### src/rtl/fcq_pkg.sv
// Shared constants, types and codes of the circular FIFO queue.
`timescale 1ns / 1ps

package fcq_pkg;

    localparam int DEPTH  = 64;
    localparam int PTR_W  = $clog2(DEPTH);
    localparam int CNT_W  = 7;
    localparam int WORD_W = 32;
    localparam int CMD_W  = 2;
    localparam int STAT_W = 2;

    localparam logic [CNT_W-1:0] CAP_RESET = 7'd64;

    localparam logic [CMD_W-1:0] CMD_ENQ  = 2'd0;
    localparam logic [CMD_W-1:0] CMD_DEQ  = 2'd1;
    localparam logic [CMD_W-1:0] CMD_PEEK = 2'd2;

    localparam logic [STAT_W-1:0] STAT_OK    = 2'd0;
    localparam logic [STAT_W-1:0] STAT_FULL  = 2'd1;
    localparam logic [STAT_W-1:0] STAT_EMPTY = 2'd2;

    localparam logic signed [WORD_W-1:0] ERR_WORD = '1;

    typedef enum logic [1:0] {
        ST_IDLE,
        ST_SEEK,
        ST_REPLY
    } fsm_state_t;

    typedef struct packed {
        logic              wr_en;
        logic [WORD_W-1:0] wr_data;
    } ring_req_t;

    typedef struct packed {
        logic [PTR_W-1:0]  slot;
        logic [WORD_W-1:0] rd_data;
    } ring_rsp_t;

endpackage

### src/rtl/fcq_cell.sv
// One storage cell of the rotating word ring.
`timescale 1ns / 1ps

module fcq_cell
    import fcq_pkg::*;
(
    input  logic              clk,
    input  logic [WORD_W-1:0] d_in,
    output logic [WORD_W-1:0] d_out
);

    logic [WORD_W-1:0] data_reg;

    // Take the neighbor's word on every edge.
    always_ff @(posedge clk)
    begin
        data_reg <= d_in;
    end

    assign d_out = data_reg;

endmodule

### src/rtl/fcq_ring.sv
// Rotating ring of word cells with a slot counter for the access port.
`timescale 1ns / 1ps

module fcq_ring
    import fcq_pkg::*;
(
    input  logic      clk,
    input  logic      rst_n,
    input  ring_req_t ring_req,
    output ring_rsp_t ring_rsp
);

    logic [WORD_W-1:0] cell_q [DEPTH];
    logic [WORD_W-1:0] cell_d [DEPTH];
    logic [PTR_W-1:0]  rot_reg;
    logic [PTR_W-1:0]  rot_next;

    // Cell k holds slot (rot + k) mod DEPTH; the head cell is the access port.
    genvar k;
    generate
        for (k = 0; k < DEPTH; k++)
        begin : g_cell
            if (k == DEPTH - 1)
            begin : g_wrap
                assign cell_d[k] = ring_req.wr_en ? ring_req.wr_data : cell_q[0];
            end
            else
            begin : g_pass
                assign cell_d[k] = cell_q[k+1];
            end

            fcq_cell u_cell (
                .clk   (clk),
                .d_in  (cell_d[k]),
                .d_out (cell_q[k])
            );
        end
    endgenerate

    assign rot_next = (rot_reg == PTR_W'(DEPTH - 1)) ? '0 : rot_reg + PTR_W'(1);

    always_ff @(posedge clk or negedge rst_n)
    begin
        if (!rst_n)
        begin
            rot_reg <= '0;
        end
        else
        begin
            rot_reg <= rot_next;
        end
    end

    assign ring_rsp.slot    = rot_reg;
    assign ring_rsp.rd_data = cell_q[0];

endmodule

### src/rtl/fcq_ctrl.sv
// Command sequencer, pointers, fill count and result registers.
`timescale 1ns / 1ps

module fcq_ctrl
    import fcq_pkg::*;
(
    input  logic                     clk,
    input  logic                     rst_n,
    input  logic                     start,
    input  logic [CMD_W-1:0]         command,
    input  logic signed [WORD_W-1:0] item,
    input  logic                     capacity_we,
    input  logic [CNT_W-1:0]         capacity,
    output logic                     busy,
    output logic                     done,
    output logic [STAT_W-1:0]        status,
    output logic signed [WORD_W-1:0] data,
    output logic                     is_empty,
    output logic                     is_full,
    output logic [CNT_W-1:0]         count,
    output ring_req_t                ring_req,
    input  ring_rsp_t                ring_rsp
);

    fsm_state_t state_reg, state_next;

    logic [CNT_W-1:0]         cap_reg;
    logic [PTR_W-1:0]         head_reg;
    logic [PTR_W-1:0]         tail_reg;
    logic [CNT_W-1:0]         fill_reg;
    logic [CMD_W-1:0]         cmd_reg;
    logic [WORD_W-1:0]        item_reg;
    logic [PTR_W-1:0]         target_reg;
    logic [STAT_W-1:0]        status_reg;
    logic signed [WORD_W-1:0] data_reg;

    logic [CNT_W-1:0]  eff_cap;
    logic              empty_now;
    logic              full_now;
    logic              accept;
    logic              hit;
    logic              needs_access;
    logic [STAT_W-1:0] accept_status;

    function automatic logic [PTR_W-1:0] ptr_advance(input logic [PTR_W-1:0] p,
                                                     input logic [CNT_W-1:0] cap);
        logic [CNT_W-1:0] p1;
        p1 = CNT_W'(p) + CNT_W'(1);
        return (p1 >= cap) ? '0 : p1[PTR_W-1:0];
    endfunction

    always_comb
    begin
        if (cap_reg == '0)
            eff_cap = CNT_W'(1);
        else if (cap_reg > CNT_W'(DEPTH))
            eff_cap = CNT_W'(DEPTH);
        else
            eff_cap = cap_reg;
    end

    assign empty_now = (fill_reg == '0);
    assign full_now  = (fill_reg >= eff_cap);
    assign accept    = start && (state_reg == ST_IDLE);
    assign hit       = (state_reg == ST_SEEK) && (ring_rsp.slot == target_reg);

    always_comb
    begin
        needs_access  = 1'b0;
        accept_status = STAT_OK;
        unique case (command) inside
            CMD_ENQ:
            begin
                needs_access  = !full_now;
                accept_status = full_now ? STAT_FULL : STAT_OK;
            end
            CMD_DEQ, CMD_PEEK:
            begin
                needs_access  = !empty_now;
                accept_status = empty_now ? STAT_EMPTY : STAT_OK;
            end
            default:
            begin
                needs_access  = 1'b0;
                accept_status = STAT_OK;
            end
        endcase
    end

    // Next state
    always_comb
    begin
        state_next = state_reg;
        unique case (state_reg)
            ST_IDLE:
            begin
                if (accept)
                    state_next = needs_access ? ST_SEEK : ST_REPLY;
            end
            ST_SEEK:
            begin
                if (hit)
                    state_next = ST_REPLY;
            end
            ST_REPLY: state_next = ST_IDLE;
            default:  state_next = ST_IDLE;
        endcase
    end

    // Outputs
    always_comb
    begin
        busy             = (state_reg != ST_IDLE);
        done             = (state_reg == ST_REPLY);
        ring_req.wr_en   = hit && (cmd_reg == CMD_ENQ);
        ring_req.wr_data = item_reg;
    end

    always_ff @(posedge clk or negedge rst_n)
    begin
        if (!rst_n)
        begin
            state_reg <= ST_IDLE;
            cap_reg   <= CAP_RESET;
            head_reg  <= '0;
            tail_reg  <= '0;
            fill_reg  <= '0;
        end
        else
        begin
            state_reg <= state_next;
            if (capacity_we)
                cap_reg <= capacity;
            if (hit)
            begin
                if (cmd_reg == CMD_ENQ)
                begin
                    tail_reg <= ptr_advance(tail_reg, eff_cap);
                    fill_reg <= fill_reg + CNT_W'(1);
                end
                else if (cmd_reg == CMD_DEQ)
                begin
                    head_reg <= ptr_advance(head_reg, eff_cap);
                    fill_reg <= fill_reg - CNT_W'(1);
                end
            end
        end
    end

    always_ff @(posedge clk)
    begin
        if (accept)
        begin
            cmd_reg    <= command;
            item_reg   <= item;
            target_reg <= (command == CMD_ENQ) ? tail_reg : head_reg;
            status_reg <= accept_status;
            data_reg   <= ERR_WORD;
        end
        else if (hit && (cmd_reg != CMD_ENQ))
        begin
            data_reg <= $signed(ring_rsp.rd_data);
        end
    end

    assign status   = status_reg;
    assign data     = data_reg;
    assign count    = fill_reg;
    assign is_empty = empty_now;
    assign is_full  = full_now;

endmodule

### src/rtl/circular_fifo_queue.sv
// Top level of the circular FIFO queue of signed 32-bit words.
`timescale 1ns / 1ps

// Circular FIFO queue. Issue a command by raising start while busy is low;
// the command beat (command, item) is taken on that edge and busy stays high
// until the result is out. Each command returns exactly one result beat,
// shown for a single cycle with done high: status, data (-1 on an enqueue,
// a rejected command or the unused code), is_empty, is_full and count as
// they stand after the command. The receiver cannot stall, so capture the
// result on the cycle done is high. A command that does not touch the store
// (a rejected command or the unused code) skips the seek state; one that
// does waits there until its slot reaches the head. The words sit in a ring
// of DEPTH cells that rotates by one cell every cycle, and the single access
// port at the ring's head reaches a given slot only when it comes around, so
// the wait is set by the distance between the ring's position and the head
// or tail pointer. Write capacity (0 acts as 1, above DEPTH acts as DEPTH)
// only while busy is low; contents and pointers are kept across such a write.
module circular_fifo_queue
    import fcq_pkg::*;
(
    input  logic                     clk,
    input  logic                     rst_n,
    input  logic                     start,
    input  logic [CMD_W-1:0]         command,
    input  logic signed [WORD_W-1:0] item,
    input  logic                     capacity_we,
    input  logic [CNT_W-1:0]         capacity,
    output logic                     busy,
    output logic                     done,
    output logic [STAT_W-1:0]        status,
    output logic signed [WORD_W-1:0] data,
    output logic                     is_empty,
    output logic                     is_full,
    output logic [CNT_W-1:0]         count
);

    // Access port requests go from the sequencer into the ring; the ring
    // answers with the slot now at its head and the word it holds.
    ring_req_t ring_req;
    ring_rsp_t ring_rsp;

    // Hold the command, seek the slot, then drop the result beat.
    fcq_ctrl u_ctrl (
        .clk         (clk),
        .rst_n       (rst_n),
        .start       (start),
        .command     (command),
        .item        (item),
        .capacity_we (capacity_we),
        .capacity    (capacity),
        .busy        (busy),
        .done        (done),
        .status      (status),
        .data        (data),
        .is_empty    (is_empty),
        .is_full     (is_full),
        .count       (count),
        .ring_req    (ring_req),
        .ring_rsp    (ring_rsp)
    );

    // Advance the word ring every cycle; writes enter at the wrap point.
    fcq_ring u_ring (
        .clk      (clk),
        .rst_n    (rst_n),
        .ring_req (ring_req),
        .ring_rsp (ring_rsp)
    );

endmodule

### config.mk
export PLATFORM = sky130hd
export DESIGN_NAME = circular_fifo_queue
export DESIGN_NICKNAME = d
export VERILOG_FILES = /design/src/rtl/fcq_pkg.sv /design/src/rtl/fcq_cell.sv /design/src/rtl/fcq_ring.sv /design/src/rtl/fcq_ctrl.sv /design/src/rtl/circular_fifo_queue.sv
export SDC_FILE = /design/constraint.sdc
export NUM_CORES = 1
export LEC_CHECK = 0
export ABC_AREA = 1
export BUFFER_PORTS_ARGS = -buffer_cell sky130_fd_sc_hd__buf_2
export CORE_UTILIZATION = 53
export CTS_CLUSTER_SIZE = 24
export DETAILED_ROUTE_END_ITERATION = 10
export MAX_ROUTING_LAYER = met4
export PLACE_DENSITY = 0.72
export SYNTH_ARGS = -nofsm -noshare
export SYNTH_HDL_FRONTEND = slang
export SYNTH_SLANG_ARGS = --single-unit
### constraint.sdc
create_clock -name clk -period 2.2 [get_ports clk]
set_input_delay 0.33 -clock clk [delete_from_list [all_inputs] [get_ports clk]]
set_output_delay 0.33 -clock clk [all_outputs]
set_load 0.005 [all_outputs]
-- Word level (Yosys, flattened, before mapping)
Index checks and enable logic that the tools add are counted.
- input bits: 45
- output and inout bits: 45
- word-level logic and storage cells: 130
- bits in registers: 2156
- bitwise gates (word level): 1
- magnitude comparators: 4
- multiplexer cells: 17
- add/subtract/negate cells: 5
- reduce and logical (&&, ||, !) cells: 19
- equality and inequality tests: 9
- operators by type and width (kind ; count):
    $mux 32 ; 1
    $mux 7 ; 4
    $mux 6 ; 4
    $ge 7x7->1 ; 3
    $add 6x1->7 const B ; 2
    $logic_not 7->1 ; 2
    $mux 2 ; 4
    $pmux 2 s2 ; 2
    $add 7x1->7 const B ; 1
    $gt 7x7->1 const B ; 1
    $sub 7x1->7 const B ; 1
    $add 6x1->6 const B ; 1
    $eq 2x1->1 const B ; 3
    $eq 6x6->1 ; 1
    $eq 6x6->1 const B ; 1
    $logic_not 2->1 ; 3
    $reduce_and 2->1 ; 3
    $reduce_bool 2->1 ; 3
    $eq 2x2->1 const B ; 2
    $logic_and 1x1->1 ; 4
    $ne 2x1->1 const B ; 2
    $reduce_and 3->1 ; 1
    $logic_not 1->1 ; 2
    $pmux 1 s2 ; 1
    other kinds (3) ; 3

-- Longest topological paths before layout
Gate-level depths: netlist of the first run.
- depth in word-level cells: 9
- gate-level depth with buffers: 14
- gate-level depth less buffers: 14

-- Cells and area by module
A second synthesis of the first run with hierarchy kept.
- cell total of the unflattened synthesis: 2654
- area total of the unflattened synthesis: 46664.8 µm²
- by module, submodules not included (module ; cells an instance ; instances ; area an instance (µm²) ; sequential area each (µm²)):
    fcq_cell ; 32 ; 64 ; 640.6 ; 640.6
    fcq_ctrl ; 541 ; 1 ; 4858.4 ; 2603.7
    fcq_ring ; 65 ; 1 ; 807.0 ; 150.1

-- Least setup slack after synthesis of the first run
Ideal clock, no wire load.
- path kind: reg-to-reg
- start: register u_ctrl.cmd_reg[1]
- end: register u_ctrl.fill_reg[6], in the netlist u_ctrl.count[6]
- path buffers: 1
- setup time: 116 ps
- cell stages (with the launch flop): 12
- slack: 12 ps
- arrival time: 2072 ps
- data required time: 2084 ps
- clock period less this slack: 2188 ps
- cells stage by stage: edfxtp_1 > nor2_2 > inv_2 > clkbuf_1 > ha_1 > a21o_1 > a21boi_0 > nand2_1 > nand2_1 > nand2_1 > nand2_1 > nand2_1
- longest elaborated chain between the ends: 3
- elaborated cells on any way between the ends: 5
- those cells by class: eq/ne (1); mux (1); reduce/logical (3)
- ends and longest elaborated chain (what ; RTL line ; text):
    start, declared ; fcq_ctrl.sv:31 ; logic [CMD_W-1:0] cmd_reg;
    start signal, assigned ; fcq_ctrl.sv:154 ; cmd_reg <= command;
    $eq 2x1->1 or $logic_not 2->1 (tied branches) ; fcq_ctrl.sv:141, fcq_ctrl.sv:136 ;
    $reduce_bool 2->1 (no source line) ; -- ;
    $reduce_and 2->1 (no source line) ; -- ;
    end signal, assigned ; fcq_ctrl.sv:139 ; fill_reg <= fill_reg + CNT_W'(1);
    end signal, assigned ; fcq_ctrl.sv:144 ; fill_reg <= fill_reg - CNT_W'(1);
    end, declared ; fcq_ctrl.sv:30 ; logic [CNT_W-1:0] fill_reg;
Parallel ways exist; a longest one is shown, timed or not.
A chain may end at the register's enable or synchronous reset.

-- Worst setup path after layout of the first run
- start: register u_ctrl.cap_reg[3]
- end: output is_full
- longest elaborated chain between the ends: 4
- elaborated cells on any way between the ends: 5
- those cells by class: order compare (2); mux (2); reduce/logical (1)
- ends and longest elaborated chain (what ; RTL line ; text):
    start, declared ; fcq_ctrl.sv:27 ; logic [CNT_W-1:0] cap_reg;
    start signal, assigned ; fcq_ctrl.sv:133 ; cap_reg <= capacity;
    $gt 7x7->1 ; fcq_ctrl.sv:56 ; else if (cap_reg > CNT_W'(DEPTH))
    $mux 7 ; fcq_ctrl.sv:56 ;
    $mux 7 * ; fcq_ctrl.sv:54 ; if (cap_reg == '0)
    $ge 7x7->1 * ; fcq_ctrl.sv:63 ; assign full_now = (fill_reg >= eff_cap);
    end, declared ; circular_fifo_queue.sv:33 ; output logic is_full,
Every way passes the cells marked *; elsewhere a longest branch is shown, timed or not.

==> results of run 1 <==
cell usage after synthesis:
| cell | number | area, um^2 |
|---|---|---|
| sky130_fd_sc_hd__dfxtp_1 | 2080 | 41600 |
| sky130_fd_sc_hd__nand2_1 | 235 | 882 |
| sky130_fd_sc_hd__nand3_1 | 92 | 460 |
| sky130_fd_sc_hd__inv_1 | 53 | 199 |
| sky130_fd_sc_hd__edfxtp_1 | 42 | 1260 |
| sky130_fd_sc_hd__nor2_1 | 42 | 158 |
| sky130_fd_sc_hd__nand4_1 | 39 | 244 |
| sky130_fd_sc_hd__dfrtp_1 | 33 | 826 |
| sky130_fd_sc_hd__ha_1 | 31 | 388 |
| sky130_fd_sc_hd__clkbuf_1 | 15 | 56.3 |
| sky130_fd_sc_hd__o21ai_0 | 12 | 60.1 |
| sky130_fd_sc_hd__a21oi_1 | 11 | 55.1 |
| sky130_fd_sc_hd__xor2_1 | 9 | 78.8 |
| sky130_fd_sc_hd__buf_2 | 6 | 30.0 |
| sky130_fd_sc_hd__buf_6 | 5 | 56.3 |
| sky130_fd_sc_hd__nor2_2 | 5 | 31.3 |
| sky130_fd_sc_hd__inv_2 | 4 | 15.0 |
| sky130_fd_sc_hd__mux2_2 | 4 | 45.0 |
| sky130_fd_sc_hd__a21o_1 | 3 | 22.5 |
| sky130_fd_sc_hd__buf_4 | 3 | 22.5 |
| sky130_fd_sc_hd__nand3b_1 | 3 | 22.5 |
| sky130_fd_sc_hd__nor4_1 | 2 | 12.5 |
| sky130_fd_sc_hd__o21a_1 | 2 | 15.0 |
| sky130_fd_sc_hd__a21boi_0 | 1 | 7.51 |
| sky130_fd_sc_hd__dfstp_2 | 1 | 26.3 |
| sky130_fd_sc_hd__fa_1 | 1 | 20.0 |
| sky130_fd_sc_hd__nand3_2 | 1 | 10.0 |
| sky130_fd_sc_hd__nor2_4 | 1 | 11.3 |
| sky130_fd_sc_hd__nor3_1 | 1 | 5.00 |
final cells by class:
cell class,instances,area [um^2]
clock inverter,50,494
sequential,2156,43800
clock buffer,273,5560
fill,5814,31500
multi-input combinational,495,2790
inverter,57,214
tap,1155,1450
timing repair buffer,174,1290
through the flow:
| stage | power, mW | cell area [um^2] |
|---|---|---|
| 2_1_floorplan | 41.2 | 46700 |
| 3_5_place_dp | 41.9 | 48700 |
| 6_report | 73.0 | 55500 |
| 4_1_cts | 73.7 | 55400 |
| 5_1_grt | 75.6 | 55500 |
| 3_3_place_gp | 41.9 | 48700 |
metal layers:
metal | vias to the layer above | track usage (%) | wire length (um)
met3 | 138 | 3.61 | 2650
met4 | 0 | 6.71 | 1770
met5 | - | - | 0
met1 | 9022 | 21.6 | 32400
met2 | 344 | 25.5 | 32400
li1 | 9272 | - | -
worst min path at each step:
stage                                                             to  depth (start not counted)                                        from
after floorplan                        u_ctrl.cap_reg[0]$_DFFE_PN0P_                          0                                       rst_n
final                                    u_ring.rot_reg[0]$_DFF_PN0_                          2                                       rst_n
after CTS                                u_ring.rot_reg[0]$_DFF_PN0_                          2                                       rst_n
after detailed placement  u_ring.g_cell[13].u_cell.d_out[25]$_DFF_P_                          0  u_ring.g_cell[14].u_cell.d_out[25]$_DFF_P_
after global routing                    u_ctrl.item_reg[9]$_DFFE_PP_                          2                                     item[9]
after global placement    u_ring.g_cell[43].u_cell.d_out[25]$_DFF_P_                          0  u_ring.g_cell[44].u_cell.d_out[25]$_DFF_P_
report_power, final:
group | internal [mW] | switching, mW | total [mW]
clock network | 18.2 | 13.5 | 31.7
registers | 39.5 | 0.157 | 39.6
logic | 0.596 | 1.12 | 1.71
total | 58.3 | 14.8 | 73.0
kinds of logic (layout without fill, tap and decap cells):
family                   count (synthesis)  after routing  share of synthesized area [%]
flip-flops                            2156           2156                           93.8
AND/OR/NAND/NOR                        421            421                           3.94
buffers and inverters                   86            554                          0.812
adder cells (fa/ha/maj)                 32             32                          0.874
AO/OA/AOI/OAI                           29             29                          0.343
XOR/XNOR                                 9              9                          0.169
multiplexers                             4              4                         0.0965
worst max-delay path, delay by kind of cell, from the launching register on:
family                   cells  cell delay (ps)
adder cells (fa/ha/maj)      1              220
AO/OA/AOI/OAI                2              310
AND/OR/NAND/NOR              5              770
flip-flops                   1              410
buffers and inverters        2              300
timing repair:
| item | CTS | global route |
|---|---|---|
| endpoints found under the setup margin | 17 | 17 |
| hold buffers | 52 | 0 |
| buffers inserted | 13 | 3 |
| pin swaps | 15 | 13 |
| cloned | 0 | 0 |
| resized for setup | 30 | 30 |
| endpoints found under the hold margin | 74 | 0 |
==> run metrics, run 1 <==
hold violation count in the final report 0; maxcap violations 0; per-instance average area after synthesis 17.0 um^2; CP startpoint u_ctrl.cap_reg[3]$_DFFE_PN0P_; worst-path maximum fanout 2; share of the core filled with cells 63.8%; vias in the first global route 20,700; count of input and output buffers 89; vias post-DR 18,800; category of the worst setup path capture point primary output; setup violation total in the final timing report 14; n_diodes 0; routed wire length 69,200 um; # DRC 0; number of buffers added by the clock tree synthesis step 181; antenna violations before repair 0; dpl cells 3,981; Total Die Area 89,200 um^2; worst hold slack 236 ps; Crit path required time 1870 ps; Routability Congestion 0.790; flops & latches, synth 2,156; setup repair after global routing missed its margin yes; skew final 21.9 ps; outcome finished, violations left; number of buffers on the longest clock path 3; Clk Latency, worst-skew pair 740 ps; worst vdd rail ir drop 0.000961 V; most common cell after layout, fill and taps aside sky130_fd_sc_hd__dfxtp_1; depth of the worst register-to-register path 14; Starting DRT DRC Count 985; Syn Nets 2,814; clk root buf sky130_fd_sc_hd__clkbuf_16; worst flop-to-flop path startpoint u_ctrl.cap_reg[3]$_DFFE_PN0P_; failing checks negative setup slack; category of the most critical setup path flop to primary output; first-pass GRT wire length 113,000 um; period utilization 141%; Routed Antenna Nets 0; startpoint type of the worst setup path flop; Setup TNS -3420 ps; width of the die 299 um; final worst setup slack -900 ps; area overhead of the layout relative to synthesis 19.0%; number of optimization iterations in the first detailed-route pass 5; clock tree from TritonCTS done; Place WS -379 ps; library cell contributing the largest single delay on the critical path sky130_fd_sc_hd__dfrtp_1; Synth Instances 2,737; # rows 108; Relative slew margins 45.7%; layout net count 3,142; detailed placement HPWL 33,900 um; share of synthesized area occupied by flip-flops and latches 93.8%; unique cell type count in the Yosys netlist 29; HP Class input port to async pin; worst slew pin tran 814 ps; list of cells traversed by the critical path nor4_4, nand3_2, buf_6, o21ai_4, ha_4, nand3_4, nand2_4, o21ai_4, nand2_4, buf_6; Netlist Area Pre-Place 46,700 um^2; Starting Density 53.6%; post-route insts no fill 4,360; register-to-register setup slack -240 ps; clock-pin slew on the worst setup and hold paths 60 ps; fraction of final layout cells sized beyond drive strength 1 14.4%; total core area 87,000 um^2; Fmax achieved 323 MHz; total count of max-transition violations in the final report 0; number of I/O pins 90; final routed wire length divided by cell count 15.9 um; vias per cell 4.31; number of warnings reported in the yosys synthesis log 0; pin count of the biggest net entering global routing 35; CP Capture Point is_full; leakage power total 23.0 nW; worst stage delay on the critical path 410 ps; ratio of total power to cell area 1320 nW/um^2; post-layout minimum cycle time 3100 ps; capture instance of the worst register-to-register path u_ctrl.tail_reg[3]$_DFFE_PN0P_; commonest cells after routing, fill and taps aside 2,080 x sky130_fd_sc_hd__dfxtp_1, 224 x sky130_fd_sc_hd__nand2_1, 192 x sky130_fd_sc_hd__clkbuf_16, 88 x sky130_fd_sc_hd__nand3_1, 87 x sky130_fd_sc_hd__buf_2; Overall Global Routing Usage 16.6%; TritonCTS sink count 2,156; leftover overflow at the end of global routing 0; Die H 299 um; data arrival time of the critical path 2770 ps; H-tree lvl count 4; number of flip-flops under the largest register name 2,048
No activity file was read; power rests on OpenSTA's default activity.
==> run 2, diff against run 1 <==
CORE_ASPECT_RATIO = 0.8   (was unset)
CORE_UTILIZATION = 58   (was 53)
PLACE_DENSITY = 0.75   (was 0.72)
clock period = 3.2 ns   (was 2.2 ns; I/O delays follow)
==> run 2 against run 1 <==
  * The flow still finishes with violations (negative setup slack)
  * Worst hold slack worse by 170 ps
  * Non-clock buffer count decreased by 28
  * Cell count down 3.6%
  * Register-to-register slack better by 1100 ps
  * Critical endpoint unchanged
==> run metrics, run 2 (synthesis gave the netlist of run 1 again) <==
final routed wire length divided by cell count 18.5 um (+17%); fraction of power consumed by the clock network 43.1% (-0.3 points); fraction of final layout cells sized beyond drive strength 1 12.7% (-1.7 points); Die H 256 um (-14%); leakage power total 22.7 nW (-1.5%); pin count of the biggest net entering global routing 47 (+34%); clock-pin slew on the worst setup and hold paths 70 ps (about the same); Routed Antenna Nets 0 (unchanged); post-layout minimum cycle time 3210 ps; startpoint type of the worst setup path flop; worst vdd rail ir drop 0.000528 V (-45%); first-pass GRT wire length 123,000 um (+8.9%); Relative slew margins 44.6% (-1.2 points); Starting Density 58.9% (+5.3 points); Sw Ratio 21.3% (+1.0 points); total core area 79,200 um^2 (-9.0%); Non-Filler Cell Area, Final 54,600 um^2 (-1.7%); Crit path required time 2720 ps (+850 ps); fraction of power consumed by sequential logic 54.8% (+0.6 points); worst slew pin tran 832 ps (+17.4 ps); setup repair after global routing missed its margin yes; count of input and output buffers 89 (unchanged); final worst setup slack -13.4 ps (+887 ps); clk root buf sky130_fd_sc_hd__clkbuf_16; leftover overflow at the end of global routing 0 (unchanged); Total Die Area 81,600 um^2 (-8.6%); hold violation count in the final report 0 (unchanged); Starting DRT DRC Count 1,117 (+13%); commonest cells after routing, fill and taps aside 2,080 x sky130_fd_sc_hd__dfxtp_1, 229 x sky130_fd_sc_hd__nand2_1, 173 x sky130_fd_sc_hd__clkbuf_16, 92 x sky130_fd_sc_hd__nand3_1, 88 x sky130_fd_sc_hd__buf_2; Cell Area, Placed 48,300 um^2 (-0.68%); number of I/O pins 90 (unchanged); number of buffers added by the clock tree synthesis step 171 (-5.5%); vias per cell 4.53 (+5.1%); Clk Latency, worst-skew pair 770 ps (+30 ps); detailed placement HPWL 33,600 um (-0.70%); skew final 34.7 ps (+12.8 ps); H-tree lvl count 4 (unchanged); most common cell after layout, fill and taps aside sky130_fd_sc_hd__dfxtp_1; ratio of total power to cell area 909 nW/um^2 (-31%); # rows 92 (-15%); vias post-DR 19,000 (+1.4%); PnR Total Power 49.7 mW (-32%); failing checks negative setup slack; category of the worst setup path capture point primary output; layout net count 3,104 (-1.2%); Overall Global Routing Usage 20.4% (+3.7 points); Setup TNS -13.4 ps (+3410 ps); clock tree from TritonCTS done; outcome finished, violations left; maxcap violations 0 (unchanged); TritonCTS sink count 2,156 (unchanged); routed wire length 77,800 um (+12%); combinational fraction of design power 2.1% (-0.2 points); area overhead of the layout relative to synthesis 17.0%; worst-path maximum fanout 2 (unchanged); category of the most critical setup path flop to primary output; Routability Congestion 0.774 (-2.1%); Place WS 569 ps (+949 ps); number of optimization iterations in the first detailed-route pass 5 (unchanged); HP Class input port to flop; width of the die 319 um (+6.8%); data arrival time of the critical path 2730 ps (-40 ps); total internal power 39.1 mW (-33%); switching power total 10.6 mW (-29%); period utilization 100%; antenna violations before repair 3 (+3); # DRC 0 (unchanged); Fmax achieved 311 MHz; number of flip-flops under the largest register name 2,048 (unchanged); total count of max-transition violations in the final report 0 (unchanged); setup violation total in the final timing report 1 (-13); number of buffers on the longest clock path 3 (unchanged); vias in the first global route 21,200 (+2.3%)
==> run 2: cell count changes in the layout (fill, tap and decap cells not counted), moves of 6 or more <==
cell                            change
sky130_fd_sc_hd__clkbuf_16         -19
sky130_fd_sc_hd__buf_4             -12
sky130_fd_sc_hd__nor2_2             -8
sky130_fd_sc_hd__clkbuf_8           -6
sky130_fd_sc_hd__nor2_1            +12
sky130_fd_sc_hd__dlygate4sd3_1     -10
==> run 2: final timing paths <==
check / startpoint / endpoint / slack (ps) / cells past startpoint
setup / recovery: u_ctrl.cap_reg[2]$_DFFE_PN0P_ / is_full / -10 / 10
hold / removal: capacity_we / u_ctrl.cap_reg[6]$_DFFE_PN1P_ / 70 / 2
setup reg to reg: u_ctrl.cmd_reg[1]$_DFFE_PP_ / u_ctrl.count[6]$_DFFE_PN0P_ / 810 / 10
hold reg to reg: u_ring.g_cell[14].u_cell.d_out[21]$_DFF_P_ / u_ring.g_cell[13].u_cell.d_out[21]$_DFF_P_ / 310 / 0
max in group asynchronous: rst_n / u_ctrl.head_reg[3]$_DFFE_PN0P_ / 2290 / 2
min in group asynchronous: rst_n / u_ctrl.count[3]$_DFFE_PN0P_ / 360 / 2
==> run 2: layout make-up <==
cell class                 instances  area, um^2
multi-input combinational        495        2580
clock buffer                     251        5010
inverter                          57         214
clock inverter                    61         749
timing repair buffer             146         997
antenna                            4        10.0
tap                             1034        1290
sequential                      2156       43800
fill                            4589       24600
==> run 2: layer usage <==
layer / global-route usage [%] / vias up / part of all wire, %
li1: - / 9209 / -
met1: 25.3 / 9200 / 44
met2: 32.6 / 448 / 49
met3: 4.21 / 179 / 3.9
met4: 8.20 / 0 / 2.7
met5: - / - / 0
==> run 2: repair_timing <==
item                                    4_1_cts  5_1_grt
gates cloned                                  0        0
resized for setup                             7        4
hold endpoints to repair                     74        0
hold buffers                                 42        0
setup buffers                                 3        2
endpoints found under the setup margin        1        1
pin swaps                                     6        6
==> run 2: worst max-delay path, cell delays in order, from the launching register on <==
cell                      delay, ps
sky130_fd_sc_hd__dfrtp_1        390
sky130_fd_sc_hd__nor4_1         310
sky130_fd_sc_hd__nand3_1        180
sky130_fd_sc_hd__buf_4          180
sky130_fd_sc_hd__o21ai_2        120
sky130_fd_sc_hd__ha_1           250
sky130_fd_sc_hd__nand3_1         70
sky130_fd_sc_hd__nand2_1         60
sky130_fd_sc_hd__o21ai_2        160
sky130_fd_sc_hd__nand2_2        130
sky130_fd_sc_hd__buf_6          150
==> run 2: power groups by stage <==
stage          logic, mW  registers [mW]  clock network, mW
2_1_floorplan      0.497            27.8                  0
3_3_place_gp       0.883            27.8                  0
3_5_place_dp       0.917            27.8                  0
4_1_cts            0.999            27.2               21.8
5_1_grt             1.10            27.2               22.9
6_report            1.02            27.2               21.4
==> run 2: metrics by stage <==
step,instances,hold slack (ps),utilization (%)
floorplan,2737,184,-
global placement,3841,310,61.0
detailed placement,3841,312,61.0
CTS,4198,4.19,68.9
global route,4203,63.9,69.0
finish,4204,68.9,69.0
==> run 3, diff against run 2 <==
PLACE_DENSITY = unset   (was 0.75)
PLACE_DENSITY_LB_ADDON = 0.05   (was unset)
==> run 3 against run 2 <==
  * The run now ends clean
  * Via count down 4.3%
  * Die area is the same
  * Clock skew fell by 13 ps
  * Sequential share of layout area decreased by 0.31 points
  * Design area increased by 0.38%
  * Global-route usage shrank 4.5 points
  * Critical endpoint unchanged
  * Largest power group unchanged
==> run metrics, run 3 (synthesis gave the netlist of run 1 again) <==
outcome finished, final reports clean; data arrival time of the critical path 2680 ps (-50 ps); category of the most critical setup path flop to primary output; layout net count 3,106 (+0.064%); worst slew pin tran 838 ps (+6.26 ps); # rows 92 (unchanged); antenna violations before repair 2 (-1); leakage power total 22.8 nW (+0.44%); ratio of total power to cell area 905 nW/um^2 (-0.45%); leftover overflow at the end of global routing 0 (unchanged); width of the die 319 um (unchanged); total core area 79,200 um^2 (unchanged); Fmax achieved 317 MHz (+1.8%); CP startpoint u_ctrl.cap_reg[0]$_DFFE_PN0P_; number of buffers added by the clock tree synthesis step 174 (+1.8%); period utilization 98.7% (-1.8 points); vias in the first global route 18,900 (-11%); final routed wire length divided by cell count 14.4 um (-22%); post-route insts no fill 4,206 (+0.048%); Total Die Area 81,600 um^2 (unchanged); hold violation count in the final report 0 (unchanged); area overhead of the layout relative to synthesis 17.5%; number of optimization iterations in the first detailed-route pass 5 (unchanged); setup violation total in the final timing report 0 (-1); clk root buf sky130_fd_sc_hd__clkbuf_16; # DRC 0 (unchanged); number of buffers on the longest clock path 3 (unchanged); first-pass GRT wire length 99,200 um (-19%); Routability Congestion 0.781 (+0.89%); maxcap violations 0 (unchanged); pin count of the biggest net entering global routing 35 (-26%); H-tree lvl count 4 (unchanged); Crit path required time 2720 ps (about the same); worst vdd rail ir drop 0.000575 V (+8.9%); hold_sp capacity_we; detailed placement HPWL 31,900 um (-5.2%); Starting DRT DRC Count 836 (-25%); Clk Latency, worst-skew pair 730 ps (-40 ps); HP Class input port to flop; clock tree from TritonCTS done; skew final 21.6 ps (-13.1 ps); vias post-DR 18,200 (-4.3%); TritonCTS sink count 2,156 (unchanged); startpoint type of the worst setup path flop; Starting Density 58.9% (unchanged); setup repair after global routing missed its margin yes; Routed Antenna Nets 0 (unchanged); vias per cell 4.33 (-4.3%); worst-path maximum fanout 3 (+1); dpl cells 3,843 (+0.052%); clock-pin slew on the worst setup and hold paths 60 ps (about the same); routed wire length 60,600 um (-22%); count of input and output buffers 89 (unchanged); fillcell total 5,232 (+14%); post-layout minimum cycle time 3160 ps (-56.4 ps); category of the worst setup path capture point primary output; worst flop-to-flop path startpoint u_ctrl.cap_reg[0]$_DFFE_PN0P_; worst hold slack 82.7 ps (+13.8 ps); number of flip-flops under the largest register name 2,048 (unchanged); Overall Global Routing Usage 15.9% (-4.5 points); commonest cells after routing, fill and taps aside 2,080 x sky130_fd_sc_hd__dfxtp_1, 230 x sky130_fd_sc_hd__nand2_1, 183 x sky130_fd_sc_hd__clkbuf_16, 90 x sky130_fd_sc_hd__nand3_1, 88 x sky130_fd_sc_hd__buf_2; fraction of final layout cells sized beyond drive strength 1 12.9% (+0.17 points); Relative slew margins 44.1% (-0.42 points); Die H 256 um (unchanged); number of I/O pins 90 (unchanged); most common cell after layout, fill and taps aside sky130_fd_sc_hd__dfxtp_1; total count of max-transition violations in the final report 0 (unchanged)
-- run 3: worst paths after layout --
| path | endpoint | slack [ps] | cells past startpoint |
|---|---|---|---|
| setup / recovery | is_full | 40 | 12 |
| hold / removal | u_ctrl.cap_reg[6]$_DFFE_PN1P_ | 80 | 2 |
| setup reg to reg | u_ctrl.head_reg[3]$_DFFE_PN0P_ | 850 | 15 |
| hold reg to reg | u_ring.g_cell[47].u_cell.d_out[20]$_DFF_P_ | 310 | 0 |
| max in group asynchronous | u_ring.rot_reg[4]$_DFF_PN0_ | 2260 | 2 |
| min in group asynchronous | u_ctrl.cap_reg[5]$_DFFE_PN0P_ | 400 | 2 |
-- run 3: area by class of cell --
class,count,area (um^2),share of cell area [%]
Inverter,57,214,0.390
Clock buffer,262,5250,9.57
Clock inverter,56,706,1.29
Sequential cell,2156,43800,79.8
Tap cell,1034,1290,2.36
Timing Repair Buffer,145,990,1.81
Multi-Input combinational cell,495,2610,4.77
Antenna cell,1,2.50,0.00456
-- run 3: critical path, stage by stage, from the launching register on --
cell	delay [ps]
sky130_fd_sc_hd__dfrtp_1	400
sky130_fd_sc_hd__nor4_2	290
sky130_fd_sc_hd__nand3_1	160
sky130_fd_sc_hd__nand2_2	120
sky130_fd_sc_hd__nand2_1	60
sky130_fd_sc_hd__o21ai_1	60
sky130_fd_sc_hd__buf_4	140
sky130_fd_sc_hd__ha_4	190
sky130_fd_sc_hd__nand3_2	60
sky130_fd_sc_hd__nand2_2	60
sky130_fd_sc_hd__o21ai_4	160
sky130_fd_sc_hd__nand2_2	110
sky130_fd_sc_hd__buf_6	130
-- run 3: metal layers --
layer	wire length [um]	track usage (%)	part of all wire [%]	vias to the layer above
li1	-	-	-	9222
met1	32300	23.3	53	8531
met2	23600	20.4	39	313
met3	2850	4.19	4.7	151
met4	1740	7.09	2.9	0
met5	0	-	0	-
-- run 3: timing repair --
item / 4_1_cts / 5_1_grt
setup buffers: 2 / 0
gates cloned: 0 / 0
hold endpoints to repair: 74 / 0
setup endpoints to repair: 1 / 1
resized for setup: 15 / 2
pin swaps: 7 / 2
hold buffers: 42 / 0
-- run 3: report_power, final --
group	switching, mW	internal [mW]
Clock	9.01	12.4
Sequential	0.100	27.1
Combinational	0.709	0.304
Total	9.82	39.8
-- run 3: through the flow --
step	utilization, %	total power [mW]	instance area (um^2)	setup slack [ps]	setup TNS (ps)
floorplan	-	28.3	46700	1010	0
global placement	61.1	28.7	48400	369	0
detailed placement	61.1	28.7	48400	308	0
CTS	69.2	50.1	54800	-45.1	-45.1
global route	69.2	51.4	54800	-110	-110
finish	69.2	49.6	54800	43.0	0
